$ cat config.mk
export PLATFORM = sky130hd
export DESIGN_NAME = url_percent_decoder
export DESIGN_NICKNAME = d
export VERILOG_FILES = /design/src/upd_pkg.sv /design/src/upd_decode.sv /design/src/upd_fifo.sv /design/src/url_percent_decoder.sv
export VERILOG_INCLUDE_DIRS = /design/src /design/src/src
export SDC_FILE = /design/constraint.sdc
export NUM_CORES = 1
export LEC_CHECK = 0
export BUFFER_PORTS_ARGS = -buffer_cell sky130_fd_sc_hd__buf_2
export CAP_MARGIN = 0
export CORE_MARGIN = 2
export CORE_UTILIZATION = 50
export CTS_BUF_LIST = sky130_fd_sc_hd__clkbuf_4
export DETAILED_ROUTE_END_ITERATION = 10
export GPL_ROUTABILITY_DRIVEN = 0
export GPL_TIMING_DRIVEN = 0
export PLACE_DENSITY = 0.67
export SYNTH_ARGS = -nofsm -noshare
export SYNTH_HDL_FRONTEND = slang
export SYNTH_SLANG_ARGS = --single-unit
$ cat constraint.sdc
create_clock -name aclk -period 4 [get_ports aclk]
set_input_delay 0.8 -clock aclk [delete_from_list [all_inputs] [get_ports aclk]]
set_output_delay 0.8 -clock aclk [all_outputs]
set_load 0.05 [all_outputs]
$ cat src/url_percent_decoder_macros.svh
// assertion macros for the url percent decoder
`ifndef URL_PERCENT_DECODER_MACROS_SVH
`define URL_PERCENT_DECODER_MACROS_SVH

`ifndef SYNTHESIS
`define UPD_ASSERT_IMPLY(lbl, clk, rst_n, ante, cons) \
    lbl: assert property (@(posedge clk) disable iff (!rst_n) (ante) |-> (cons)) \
        else $error("upd assertion failed");
`define UPD_ASSERT_NEXT(lbl, clk, rst_n, ante, cons) \
    lbl: assert property (@(posedge clk) disable iff (!rst_n) (ante) |=> (cons)) \
        else $error("upd assertion failed");
`else
`define UPD_ASSERT_IMPLY(lbl, clk, rst_n, ante, cons)
`define UPD_ASSERT_NEXT(lbl, clk, rst_n, ante, cons)
`endif

`endif

$ cat src/upd_pkg.sv
package upd_pkg;

    localparam logic [7:0] PCT_CHAR = 8'h25;

    localparam int UPD_FIFO_DEPTH = 4;
    localparam int UPD_PTR_W      = $clog2(UPD_FIFO_DEPTH);
    localparam int UPD_CNT_W      = $clog2(UPD_FIFO_DEPTH + 1);
    localparam int UPD_MAX_RUN    = 3;

    typedef enum logic [1:0] {
        PH_IDLE  = 2'd0,
        PH_PCT   = 2'd1,
        PH_DIGIT = 2'd2
    } upd_phase_t;

    // bytes produced by one input item, index 0 first
    typedef struct packed {
        logic [1:0]                      count;
        logic [UPD_MAX_RUN-1:0][7:0]     bytes;
        logic                            stream_end;
    } upd_run_t;

    typedef struct packed {
        logic [7:0] data;
        logic       run_end;
        logic       stream_end;
    } upd_entry_t;

    // upper-case hex digit value, bit 4 set when not a digit
    function automatic logic [4:0] hex_val(input logic [7:0] c);
        logic [4:0] v;
        v = 5'h10;
        if (c >= 8'h30 && c <= 8'h39) begin
            v = {1'b0, 4'(c - 8'h30)};
        end else if (c >= 8'h41 && c <= 8'h46) begin
            v = {1'b0, 4'(c - 8'h37)};
        end
        return v;
    endfunction

    function automatic logic code_listed(input logic [7:0] v);
        return (v >= 8'h20 && v <= 8'h2C) || (v == 8'h2F) ||
               (v >= 8'h3A && v <= 8'h3F) || (v == 8'h40) ||
               (v == 8'h5B) || (v == 8'h5D) || (v == 8'h5E) ||
               (v == 8'h60) || (v >= 8'h7B && v <= 8'h7E);
    endfunction

endpackage

$ cat src/upd_decode.sv
`include "url_percent_decoder_macros.svh"

module upd_decode (
    input  logic              aclk,
    input  logic              aresetn,
    input  logic              s_valid,
    output logic              s_ready,
    input  logic [7:0]        s_byte,
    input  logic              s_last,
    input  logic              room,
    output logic              push,
    output upd_pkg::upd_run_t run
);
    import upd_pkg::*;

    logic       in_vld_reg;
    logic [7:0] in_byte_reg;
    logic       in_last_reg;
    upd_phase_t phase_reg, phase_next;
    logic [7:0] first_digit_reg, first_digit_next;
    upd_run_t   run_c;
    logic       consume;

    assign consume = in_vld_reg && room;
    assign s_ready = !in_vld_reg || consume;
    assign push    = consume;
    assign run     = run_c;

    always_ff @(posedge aclk) begin
        if (!aresetn) begin
            in_vld_reg      <= 1'b0;
            phase_reg       <= PH_IDLE;
            first_digit_reg <= 8'h00;
        end else begin
            if (s_ready) begin
                in_vld_reg <= s_valid;
            end
            if (consume) begin
                phase_reg       <= phase_next;
                first_digit_reg <= first_digit_next;
            end
        end
    end

    always_ff @(posedge aclk) begin
        if (s_valid && s_ready) begin
            in_byte_reg <= s_byte;
            in_last_reg <= s_last;
        end
    end

    always_comb begin
        logic [4:0] hi;
        logic [4:0] lo;
        logic [7:0] val;
        hi               = hex_val(first_digit_reg);
        lo               = hex_val(in_byte_reg);
        val              = {hi[3:0], lo[3:0]};
        run_c            = '0;
        phase_next       = phase_reg;
        first_digit_next = first_digit_reg;
        unique case (phase_reg)
            PH_PCT: begin
                if (in_last_reg) begin
                    run_c.count    = 2'd2;
                    run_c.bytes[0] = PCT_CHAR;
                    run_c.bytes[1] = in_byte_reg;
                end else begin
                    first_digit_next = in_byte_reg;
                    phase_next       = PH_DIGIT;
                end
            end
            PH_DIGIT: begin
                if (!hi[4] && !lo[4] && code_listed(val)) begin
                    run_c.count    = 2'd1;
                    run_c.bytes[0] = val;
                end else begin
                    run_c.count    = 2'd3;
                    run_c.bytes[0] = PCT_CHAR;
                    run_c.bytes[1] = first_digit_reg;
                    run_c.bytes[2] = in_byte_reg;
                end
                phase_next       = PH_IDLE;
                first_digit_next = 8'h00;
            end
            default: begin
                if (in_byte_reg == PCT_CHAR && !in_last_reg) begin
                    phase_next = PH_PCT;
                end else begin
                    run_c.count    = 2'd1;
                    run_c.bytes[0] = in_byte_reg;
                    phase_next     = PH_IDLE;
                end
            end
        endcase
        if (in_last_reg) begin
            phase_next       = PH_IDLE;
            first_digit_next = 8'h00;
        end
        run_c.stream_end = in_last_reg;
    end

    `UPD_ASSERT_NEXT(a_last_clears, aclk, aresetn, consume && in_last_reg,
        phase_reg == PH_IDLE && first_digit_reg == 8'h00)
    `UPD_ASSERT_IMPLY(a_pct_holds, aclk, aresetn,
        consume && phase_reg == PH_PCT && !in_last_reg, run_c.count == 2'd0)

endmodule

$ cat src/upd_fifo.sv
`include "url_percent_decoder_macros.svh"

module upd_fifo (
    input  logic              aclk,
    input  logic              aresetn,
    input  logic              push,
    input  upd_pkg::upd_run_t run,
    output logic              room,
    output logic              m_valid,
    input  logic              m_ready,
    output logic [7:0]        m_byte,
    output logic              m_run_end,
    output logic              m_stream_end
);
    import upd_pkg::*;

    typedef logic [UPD_PTR_W-1:0] ptr_t;
    typedef logic [UPD_CNT_W-1:0] cnt_t;

    upd_entry_t mem_reg [UPD_FIFO_DEPTH];
    upd_entry_t mem_next [UPD_FIFO_DEPTH];
    ptr_t       wr_ptr_reg, wr_ptr_next;
    ptr_t       rd_ptr_reg, rd_ptr_next;
    cnt_t       cnt_reg, cnt_next;
    logic [1:0] push_cnt;
    logic       pop;

    assign room         = cnt_reg <= cnt_t'(UPD_FIFO_DEPTH - UPD_MAX_RUN);
    assign push_cnt     = push ? run.count : 2'd0;
    assign m_valid      = cnt_reg != '0;
    assign pop          = m_valid && m_ready;
    assign m_byte       = mem_reg[rd_ptr_reg].data;
    assign m_run_end    = mem_reg[rd_ptr_reg].run_end;
    assign m_stream_end = mem_reg[rd_ptr_reg].stream_end;

    always_comb begin
        ptr_t       idx;
        logic       is_end;
        upd_entry_t ent;
        mem_next = mem_reg;
        for (int k = 0; k < UPD_MAX_RUN; k++) begin
            idx            = wr_ptr_reg + ptr_t'(k);
            is_end         = 2'(k) == 2'(run.count - 2'd1);
            ent.data       = run.bytes[k];
            ent.run_end    = is_end;
            ent.stream_end = is_end && run.stream_end;
            if (2'(k) < push_cnt) begin
                mem_next[idx] = ent;
            end
        end
        wr_ptr_next = wr_ptr_reg + ptr_t'(push_cnt);
        rd_ptr_next = rd_ptr_reg + ptr_t'(pop);
        cnt_next    = cnt_reg + cnt_t'(push_cnt) - cnt_t'(pop);
    end

    always_ff @(posedge aclk) begin
        if (!aresetn) begin
            wr_ptr_reg <= '0;
            rd_ptr_reg <= '0;
            cnt_reg    <= '0;
        end else begin
            wr_ptr_reg <= wr_ptr_next;
            rd_ptr_reg <= rd_ptr_next;
            cnt_reg    <= cnt_next;
        end
    end

    always_ff @(posedge aclk) begin
        mem_reg <= mem_next;
    end

    `UPD_ASSERT_IMPLY(a_cnt_bound, aclk, aresetn, 1'b1,
        cnt_reg <= cnt_t'(UPD_FIFO_DEPTH))
    `UPD_ASSERT_IMPLY(a_push_room, aclk, aresetn, push_cnt != 2'd0,
        cnt_reg <= cnt_t'(UPD_FIFO_DEPTH - UPD_MAX_RUN))
    `UPD_ASSERT_NEXT(a_pop_only, aclk, aresetn, pop && push_cnt == 2'd0,
        cnt_reg == $past(cnt_reg) - cnt_t'(1))

endmodule

$ cat src/url_percent_decoder.sv
// url percent decoder
// s_ channel: one encoded byte per item, s_last on the final byte of a string.
// m_ channel: decoded bytes; m_run_end on the last byte caused by one input
// item, m_stream_end on the final decoded byte of the string.
// a '%' followed by a listed upper-case code gives one decoded byte, any other
// triple gives its three bytes raw; bytes held at the end of a string go out raw.
// an accepted byte is held in the input register until the queue has room.
// throughput: one input item per cycle while the four-entry output queue has
// room for a full three-byte run; output drains one byte per cycle while
// m_ready is high, so the sustained output rate is at most one byte per cycle.
// when the receiver stalls the queue fills and s_ready drops; nothing is lost.
// reset (aresetn low, synchronous) empties the queue and the input register and
// drops any pending escape.
module url_percent_decoder (
    input  logic       aclk,
    input  logic       aresetn,
    input  logic       s_valid,
    output logic       s_ready,
    input  logic [7:0] s_byte,
    input  logic       s_last,
    output logic       m_valid,
    input  logic       m_ready,
    output logic [7:0] m_byte,
    output logic       m_run_end,
    output logic       m_stream_end
);
    import upd_pkg::*;

    upd_run_t run;
    logic     push;
    logic     room;

    upd_decode u_decode (
        .aclk    (aclk),
        .aresetn (aresetn),
        .s_valid (s_valid),
        .s_ready (s_ready),
        .s_byte  (s_byte),
        .s_last  (s_last),
        .room    (room),
        .push    (push),
        .run     (run)
    );

    upd_fifo u_fifo (
        .aclk         (aclk),
        .aresetn      (aresetn),
        .push         (push),
        .run          (run),
        .room         (room),
        .m_valid      (m_valid),
        .m_ready      (m_ready),
        .m_byte       (m_byte),
        .m_run_end    (m_run_end),
        .m_stream_end (m_stream_end)
    );

endmodule
Yosys cells after proc, flatten, opt, wreduce, memory -nomap -nowiden
Index checks and enable logic that the tools add are counted.

word-level totals
  output and inout bits = 12
  register bits after elaboration = 67
  logic and storage cells = 143
  input bits = 13

operators by class
  add/subtract/negate cells = 11
  muxes and demuxes = 36
  reduce and logical (&&, ||, !) cells = 36
  eq/ne operators = 11
  magnitude comparators = 25
  bitwise operators = 4

operator list
  operator             number
  $bwmux 40            3
  $mux 40              3
  $demux 10 s2         3
  $mux 10              5
  $pmux 8 s2           3
  $eq 8x7->1 const B   5
  $ge 8x6->1 const B   4
  $le 8x6->1 const B   4
  $mux 16              2
  $mux 8               4
  $ge 8x7->1 const B   3
  $le 8x7->1 const B   3
  $bmux 10 s2          1
  $mux 5               4
  $logic_and 1x1->1    19
  $eq 8x6->1 const B   2
  $ge 3x3->1 const B   4
  $not 2->3            4
  $logic_or 1x1->1     9
  $lt 3x1->1 const B   3
  $mux 2               4
  $pmux 2 s2           2
  $sub 4x1->4 const B  2
  $sub 4x3->4 const B  2
  other kinds (19)     25

Logic depth before layout (Yosys ltp)
Gate-level depths: netlist of the first run.

  depth in word-level cells = 26
  depth in mapped cells = 17
  mapped depth without buffers = 15

Hierarchy
From an unflattened synthesis of the first run, not the netlist that was laid out.

second synthesis, totals
  cell total of the unflattened synthesis = 541
  area, all modules = 4578.1 sq um

modules (own cells, without submodules)
  module      cells each  area each (sq um)  times used
  upd_fifo    338         2895.3             1
  upd_decode  203         1682.9             1

Worst setup path before layout of the first run
Ideal clock, no wire load.

  path kind = flip-flop to flip-flop
  start point = reg u_decode.in_byte_reg[1]
  end point = reg u_fifo.cnt_reg[2]
  cell stages (with the launch flop) = 18
  data arrival time = 3882 ps
  required time = 3885 ps
  slack = 4 ps
  period minus slack after synthesis = 3996 ps
  path through = edfxtp_1 > clkbuf_1 > inv_1 > ha_1 > or3b_1 > o2111a_2 > a32oi_1 > nand2_1 > or4_4 > and4_4 > a22o_4 > buf_6 > inv_6 > ha_1 > fa_1 > xor2_1 > xnor2_1 > and2_1

on the way
  longest elaborated chain between the ends = 20

RTL lines
  what                                             line              source
  from (decl)                                      upd_decode.sv:17  logic [7:0] in_byte_reg;
  from (signal assigned)                           upd_decode.sv:47  in_byte_reg <= s_byte;
  $ge 8x7->1 / $le 8x7->1 (equally long branches)  upd_pkg.sv:35     end else if (c >= 8'h41 && c <= 8'h46) begin
  $logic_and 1x1->1                                upd_pkg.sv:35
  $mux 5                                           upd_pkg.sv:35
  $mux 5                                           upd_pkg.sv:33     if (c >= 8'h30 && c <= 8'h39) begin
  $ge 8x6->1 / $le 8x6->1 (equally long branches)  upd_pkg.sv:42     return (v >= 8'h20 && v <= 8'h2C) || (v == 8'h2F) ||
  $logic_and 1x1->1                                upd_pkg.sv:42
  $logic_or 1x1->1 (2 in a row)                    upd_pkg.sv:42
  $logic_or 1x1->1 (2 in a row)                    upd_pkg.sv:43     (v >= 8'h3A && v <= 8'h3F) || (v == 8'h40) ||
  $logic_or 1x1->1 (3 in a row)                    upd_pkg.sv:44     (v == 8'h5B) || (v == 8'h5D) || (v == 8'h5E) ||
  $logic_or 1x1->1                                 upd_pkg.sv:45     (v == 8'h60) || (v >= 8'h7B && v <= 8'h7E);
  $logic_and 1x1->1                                upd_decode.sv:74  if (!hi[4] && !lo[4] && code_listed(val)) begin
  $mux 2                                           upd_decode.sv:74
  $pmux 2 s2 (*)                                   upd_decode.sv:62  unique case (phase_reg)
  $mux 2 (*)                                       upd_fifo.sv:29    assign push_cnt = push ? run.count : 2'd0;
  $add 3x2->3 (*)                                  upd_fifo.sv:53    cnt_next = cnt_reg + cnt_t'(push_cnt) - cnt_t'(pop);
  $sub 3x1->3 (*)                                  upd_fifo.sv:53
  to (signal assigned)                             upd_fifo.sv:64    cnt_reg <= cnt_next;
  to (decl)                                        upd_fifo.sv:24    cnt_t cnt_reg, cnt_next;

Mark *: on every way between the ends. The rest lies on a longest branch, timed or not.
A chain may end at the register's enable or synchronous reset.

Worst setup path after layout of the first run
  start point = reg u_decode.in_byte_reg[0]
  end point = reg u_fifo.cnt_reg[2]

The elaborated chain is that of the path after synthesis.

==> flow_metrics.env, run 1 <==
export IMPL_status="finished clean"
export IMPL_die_w_um=99.5
export IMPL_path_clk_slew_ns=0.11
export IMPL_timing_final_ws_setup_ns=0.114
export IMPL_pre_cts_slack_ns=-0.546
export IMPL_synth_cell_type_count=76
export IMPL_drtIter0Drc=427
export IMPL_worst_r2r_path_depth=16
export IMPL_path_class="flop to flop"
export IMPL_dieArea_sq_um=9910
export IMPL_portBuffers=24
export IMPL_path_cells="buf_4 > ha_2 > or3b_1 > o2111a_2 > mux2i_4 > nand2_1 > or4_4 > and4_4 > a22o_4 > buf_6 > inv_8 > ha_4 > fa_2 > xor2_1 > xnor2_1 > and2_1"
export IMPL_top_usage_layer="met2"
export IMPL_synth_seq_cells=67
export IMPL_post_route_period_util_pct=97.1
export IMPL_met3_usage_pct=4.22
export IMPL_root_buffer="clkbuf_4"
export IMPL_ys_flop_type="dfxtp_1"
export IMPL_die_h_um=99.5
export IMPL_critPathMaxStageDelay_ns=0.44
export IMPL_rows=34
export IMPL_syn_area_sq_um=4560
export IMPL_dp_hpwl_um=9890
export IMPL_detail_route_wl_per_cell_um=20.0
export IMPL_cts_max_path_buffers=2
export IMPL_max_slew_margin_pct=34.6
export IMPL_cts_tree="yes"
export IMPL_cts_max_level=3
export IMPL_pin_count=25
export IMPL_critPathLaunchType="flop"
export IMPL_grtUsageTotal_pct=28.7
export IMPL_path_max_fanout=7
export IMPL_grt_ovfl_total=0
export IMPL_powerDensity_nw_per_um2=499
export IMPL_synth_edf_count=9
export IMPL_crit_start="u_decode.in_byte_reg[0]"
export IMPL_skew_ns=0.0101
export IMPL_initial_utilization_pct=51.8
export IMPL_numCtsBuffers=9
export IMPL_grt_max_degree=11
export IMPL_remaining_drc_errors=0
export IMPL_grt_pass1_wl_um=22300
export IMPL_cts_hold_buf=0
export IMPL_areaGrowthSynthToFinish_pct=12.6
export IMPL_final_cell_mix="67 x nand2_1, 57 x dfxtp_1, 50 x nor2_1"
export IMPL_fmax_ghz=0.257
export IMPL_synth_nets=573
export IMPL_synth_async_sr_flop_share_pct=0
export IMPL_diodes=0
export IMPL_cts_sinks=67
export IMPL_hold_viol=0
export IMPL_maxCapViolCount=0
export IMPL_worstHoldStart="s_byte[0]"
export IMPL_fin_nets=620
export IMPL_setup_viol=0
export IMPL_largest_register_ffs=40
export IMPL_ys_seq_area_share_pct=31.4
export IMPL_syn_area_per_cell_sq_um=8.41
export IMPL_regToRegSetupSlack_ns=0.11
export IMPL_whs_path_depth=1
export IMPL_p_leak_uw=0.00197
export IMPL_slowest_stage="or4_4"
export IMPL_clk_latency_ns=0.45
export IMPL_crit_arrival_ns=4.24
export IMPL_vias=4584
export IMPL_min_path_type="input pin to flop"
export IMPL_tightest_slew_ns=0.980
export IMPL_slew_violations=0
export IMPL_rr_endpoint="u_fifo.cnt_reg[2]"
export IMPL_grt_pass1_vias=4244
export IMPL_gr_usage_met2_pct=45.0
export IMPL_timing_rr_start="u_decode.in_byte_reg[0]"
export IMPL_wl_um=14000
export IMPL_fin_total_pwr_uw=2570
export IMPL_antenna_found_initial=0
export IMPL_mostFrequentLayoutCell="nand2_1"
export IMPL_finalSetupTns_ns=0
export IMPL_holdPathEnd="u_decode.in_byte_reg[0]"
export IMPL_dr_pass1_iters=7
export IMPL_cp_data_required_time_ns=4.35
export IMPL_postRouteAntennaNets=0
export IMPL_finalCriticalPeriod_ns=3.89
export IMPL_crit_path_end_kind="flop"
export IMPL_vias_per_cell=6.54
export IMPL_met1_usage_pct=38.9
export IMPL_ir_drop_uv=248
export IMPL_fp_coreArea_sq_um=8810
export IMPL_yosysWarnings=0
export IMPL_synthCells=543
export IMPL_drive_gt1_share_pct=20.2
cells in the mapped netlist, types with 10 or more instances:
cell | number | share of area (%)
buf_2 | 11 | 1.2
ha_1 | 16 | 4.4
clkbuf_1 | 19 | 1.6
a21boi_0 | 10 | 1.6
nor2_1 | 51 | 4.2
dfxtp_1 | 58 | 25
mux4_2 | 10 | 4.9
a31oi_1 | 13 | 1.8
o21ai_0 | 28 | 3.1
and2_1 | 11 | 1.5
inv_1 | 16 | 1.3
nand2_1 | 67 | 5.5
a22oi_1 | 12 | 2.0
nand3_1 | 15 | 1.6
a21oi_1 | 38 | 4.2
per-layer routing:
metal  up-vias  wire length, um
li1       2119                -
met1      2139             5980
met2       274             6270
met3        52             1220
met4         0              544
met5         -                0
through the flow:
stage | instance area, sq um | instances | util (%) | hold slack, ns
final | 5140 | 701 | 58.4 | 0.514
after global routing | 5140 | 701 | 58.4 | 0.506
after CTS | 5020 | 694 | 57.1 | 0.513
after detailed placement | 4820 | 675 | 54.7 | 0.497
after global placement | 4820 | 675 | 54.7 | 0.479
after floorplan | 4560 | 543 | - | 0.458
power breakdown:
part	internal [uW]	switching, uW
Sequential	873	103
Clock	124	264
Combinational	482	721
what timing repair did:
| item | CTS | global route |
|---|---|---|
| setup endpoints to repair | 42 | 37 |
| pin swaps | 4 | 4 |
| resized for setup | 18 | 17 |
| gates cloned | 0 | 0 |
| hold endpoints to repair | 0 | 0 |
| buffers inserted | 5 | 7 |
final cells by class:
| type | instances | area [sq um] |
|---|---|---|
| multi-input cells | 422 | 2980 |
| clock inverters | 4 | 18.8 |
| well taps | 108 | 135 |
| fillers | 776 | 3660 |
| flip-flops and latches | 67 | 1440 |
| inverters | 18 | 77.6 |
| clock buffers | 10 | 75.1 |
| repair buffers | 36 | 210 |
| plain buffers | 36 | 205 |
cells by family after synthesis:
family / after synthesis / synth area share [%]
buf+inv: 54 / 5.59
compound gates: 182 / 28.0
mux: 21 / 7.65
flops: 67 / 31.4
simple gates: 196 / 21.4
fa+ha+maj: 17 / 4.82
xor+xnor: 6 / 1.15
worst max-delay path: cells and delay by family (launching register included):
family	cells	cell delay, ns
flops	1	0.43
mux	1	0.24
buf+inv	3	0.37
simple gates	5	1.24
fa+ha+maj	3	0.79
compound gates	2	0.43
xor+xnor	2	0.28
worst max path at each step:
stage,end
3_3_place_gp,u_fifo.cnt_reg[2]
4_1_cts,u_fifo.cnt_reg[2]
3_5_place_dp,u_fifo.cnt_reg[2]
6_report,u_fifo.cnt_reg[2]
2_1_floorplan,u_fifo.cnt_reg[2]
5_1_grt,u_fifo.cnt_reg[2]
Power figures use the tool's default switching activity.
==> inputs of run 2 (changes only) <==
RECOVER_POWER = 25   (was not set)
==> flow_metrics.env, run 2 (synthesis gave the netlist of run 1 again) <==
export IMPL_antenna_found_initial=0
export IMPL_fp_coreArea_sq_um=8810
export IMPL_cts_sinks=67
export IMPL_ir_drop_uv=248
export IMPL_wl_um=14000
export IMPL_clk_latency_ns=0.45
export IMPL_regToRegSetupSlack_ns=0.12
export IMPL_m1WireLength_um=6010
export IMPL_largest_register_ffs=40
export IMPL_remaining_drc_errors=0
export IMPL_numCtsBuffers=9
export IMPL_fin_nets=620
export IMPL_grtUsageTotal_pct=28.7
export IMPL_rows=34
export IMPL_whs_path_depth=1
export IMPL_route_met3_wl_um=1150
export IMPL_fillers=776
export IMPL_root_buffer="clkbuf_4"
export IMPL_dieArea_sq_um=9910
export IMPL_portBuffers=24
export IMPL_final_cell_mix="67 x nand2_1, 57 x dfxtp_1, 50 x nor2_1"
export IMPL_hold_viol=0
export IMPL_drtIter0Drc=427
export IMPL_drive_gt1_share_pct=20.2
export IMPL_postRouteAntennaNets=0
export IMPL_areaGrowthSynthToFinish_pct=12.6
export IMPL_grt_pass1_wl_um=22300
export IMPL_path_class="flop to flop"
export IMPL_worstPathBufferInverterCount=3
export IMPL_die_h_um=99.5
export IMPL_dr_pass1_iters=5
export IMPL_hold_worst_slack_ns=0.516
export IMPL_crit_path_end_kind="flop"
export IMPL_setup_viol=0
export IMPL_timing_final_ws_setup_ns=0.116
export IMPL_path_cells="buf_4 > ha_2 > or3b_1 > o2111a_2 > mux2i_4 > nand2_1 > or4_4 > and4_4 > a22o_4 > buf_6 > inv_8 > ha_4 > fa_2 > xor2_1 > xnor2_1 > and2_1"
export IMPL_timing_rr_start="u_decode.in_byte_reg[0]"
export IMPL_cts_max_level=3
export IMPL_fmax_ghz=0.257
export IMPL_status="finished clean"
export IMPL_detail_route_wl_per_cell_um=20.0
export IMPL_worst_r2r_path_depth=16
export IMPL_diodes=0
export IMPL_holdPathEnd="u_decode.in_byte_reg[0]"
export IMPL_seqCellArea_sq_um=1440
export IMPL_tightest_slew_ns=0.982
export IMPL_path_max_fanout=7
export IMPL_initial_utilization_pct=51.8
export IMPL_skew_ns=0.0111
export IMPL_vias=4613
export IMPL_max_slew_margin_pct=34.5
export IMPL_worstHoldStart="s_byte[0]"
export IMPL_critPathLaunchType="flop"
export IMPL_grt_max_degree=11
export IMPL_cp_data_required_time_ns=4.35
export IMPL_powerDensity_nw_per_um2=499
export IMPL_post_route_period_util_pct=97.1
export IMPL_wl_met2_um=6250
export IMPL_vias_per_cell=6.58
export IMPL_pin_count=25
export IMPL_grt_ovfl_total=0
export IMPL_crit_arrival_ns=4.23
export IMPL_min_path_type="input pin to flop"
export IMPL_p_leak_uw=0.00197
export IMPL_dp_cells=675
export IMPL_cts_tree="yes"
export IMPL_mostFrequentLayoutCell="nand2_1"
export IMPL_slowest_stage="edfxtp_1"
export IMPL_critPathTopFamily="simple AND/OR/NAND/NOR gates"
export IMPL_multi_input_comb_area_sq_um=2980
export IMPL_stdcell_count=701
export IMPL_critPathMaxStageDelay_ns=0.43
export IMPL_grt_pass1_vias=4244
export IMPL_dp_hpwl_um=9890
export IMPL_maxCapViolCount=0
export IMPL_cts_max_path_buffers=2
export IMPL_finalCriticalPeriod_ns=3.88
export IMPL_topRoutingLayerUsed="met4"
export IMPL_rr_endpoint="u_fifo.cnt_reg[2]"
export IMPL_path_clk_slew_ns=0.11
export IMPL_die_w_um=99.5
export IMPL_cts_hold_buf=0
export IMPL_pre_cts_slack_ns=-0.546
export IMPL_slew_violations=0
==> run 2: cell types whose count changed in the layout (fill, tap and decap cells not counted) <==
cell	change
and2_0	+4
and2_1	-4
==> run 2: layout make-up <==
type / instances / share of cell area [%]
sequential: 67 / 27.9
multi-input combinational: 422 / 58.0
clock inverter: 4 / 0.365
inverter: 18 / 1.51
buffer: 36 / 3.99
timing repair buffer: 36 / 4.09
tap: 108 / 2.63
clock buffer: 10 / 1.46
==> run 2: metrics by stage <==
stage | setup TNS [ns] | instance area [sq um] | total power (uW) | util, %
floorplan | 0 | 4560 | 1910 | -
global placement | -8.79 | 4820 | 2120 | 54.7
detailed placement | -11.26 | 4820 | 2150 | 54.7
CTS | 0 | 5020 | 2540 | 57.1
global route | -0.00442 | 5140 | 2720 | 58.4
finish | 0 | 5140 | 2560 | 58.4
==> run 2: worst max path at each step <==
stage | slack, ns | start | end | depth (start not counted)
2_1_floorplan | 0.004 | u_decode.in_byte_reg[1] | u_fifo.cnt_reg[2] | 17
3_3_place_gp | -0.52 | u_decode.in_byte_reg[1] | u_fifo.cnt_reg[2] | 17
3_5_place_dp | -0.55 | u_decode.in_byte_reg[1] | u_fifo.cnt_reg[2] | 17
4_1_cts | 0.009 | u_decode.first_digit_reg[1] | u_fifo.cnt_reg[2] | 16
5_1_grt | -0.004 | u_decode.in_byte_reg[1] | u_fifo.cnt_reg[2] | 17
6_report | 0.12 | u_decode.in_byte_reg[0] | u_fifo.cnt_reg[2] | 16
==> run 2: metal layers <==
| layer | up-vias | GRT usage [%] |
|---|---|---|
| met4 | 0 | 13.9 |
| met2 | 274 | 45.0 |
| met1 | 2160 | 38.9 |
| li1 | 2119 | - |
| met5 | - | 0 |
| met3 | 60 | 4.22 |
==> run 2: worst reg2reg max path: cells and delay by family, from the launching register on <==
family	cells	cell delay, ns
DFF	1	0.43
muxes	1	0.24
buffers and inverters	3	0.37
xor gates and xnor gates	2	0.28
adders and majority gates	3	0.79
and+or+nand+nor	5	1.23
AOI/OAI and AO/OA	2	0.43
==> run 2: repair_timing <==
| action | in CTS | in global routing |
|---|---|---|
| gates resized for setup | 18 | 17 |
| setup endpoints to repair | 42 | 37 |
| setup buffers | 5 | 7 |
| pin swaps | 4 | 4 |
| cloned | 0 | 0 |
==> run 2: report_power, final <==
group	internal, uW	leakage, uW	total (uW)	switching (uW)
sequential	873	0.000566	975	102
clock	124	0.0000602	387	263
combinational	481	0.00134	1200	720
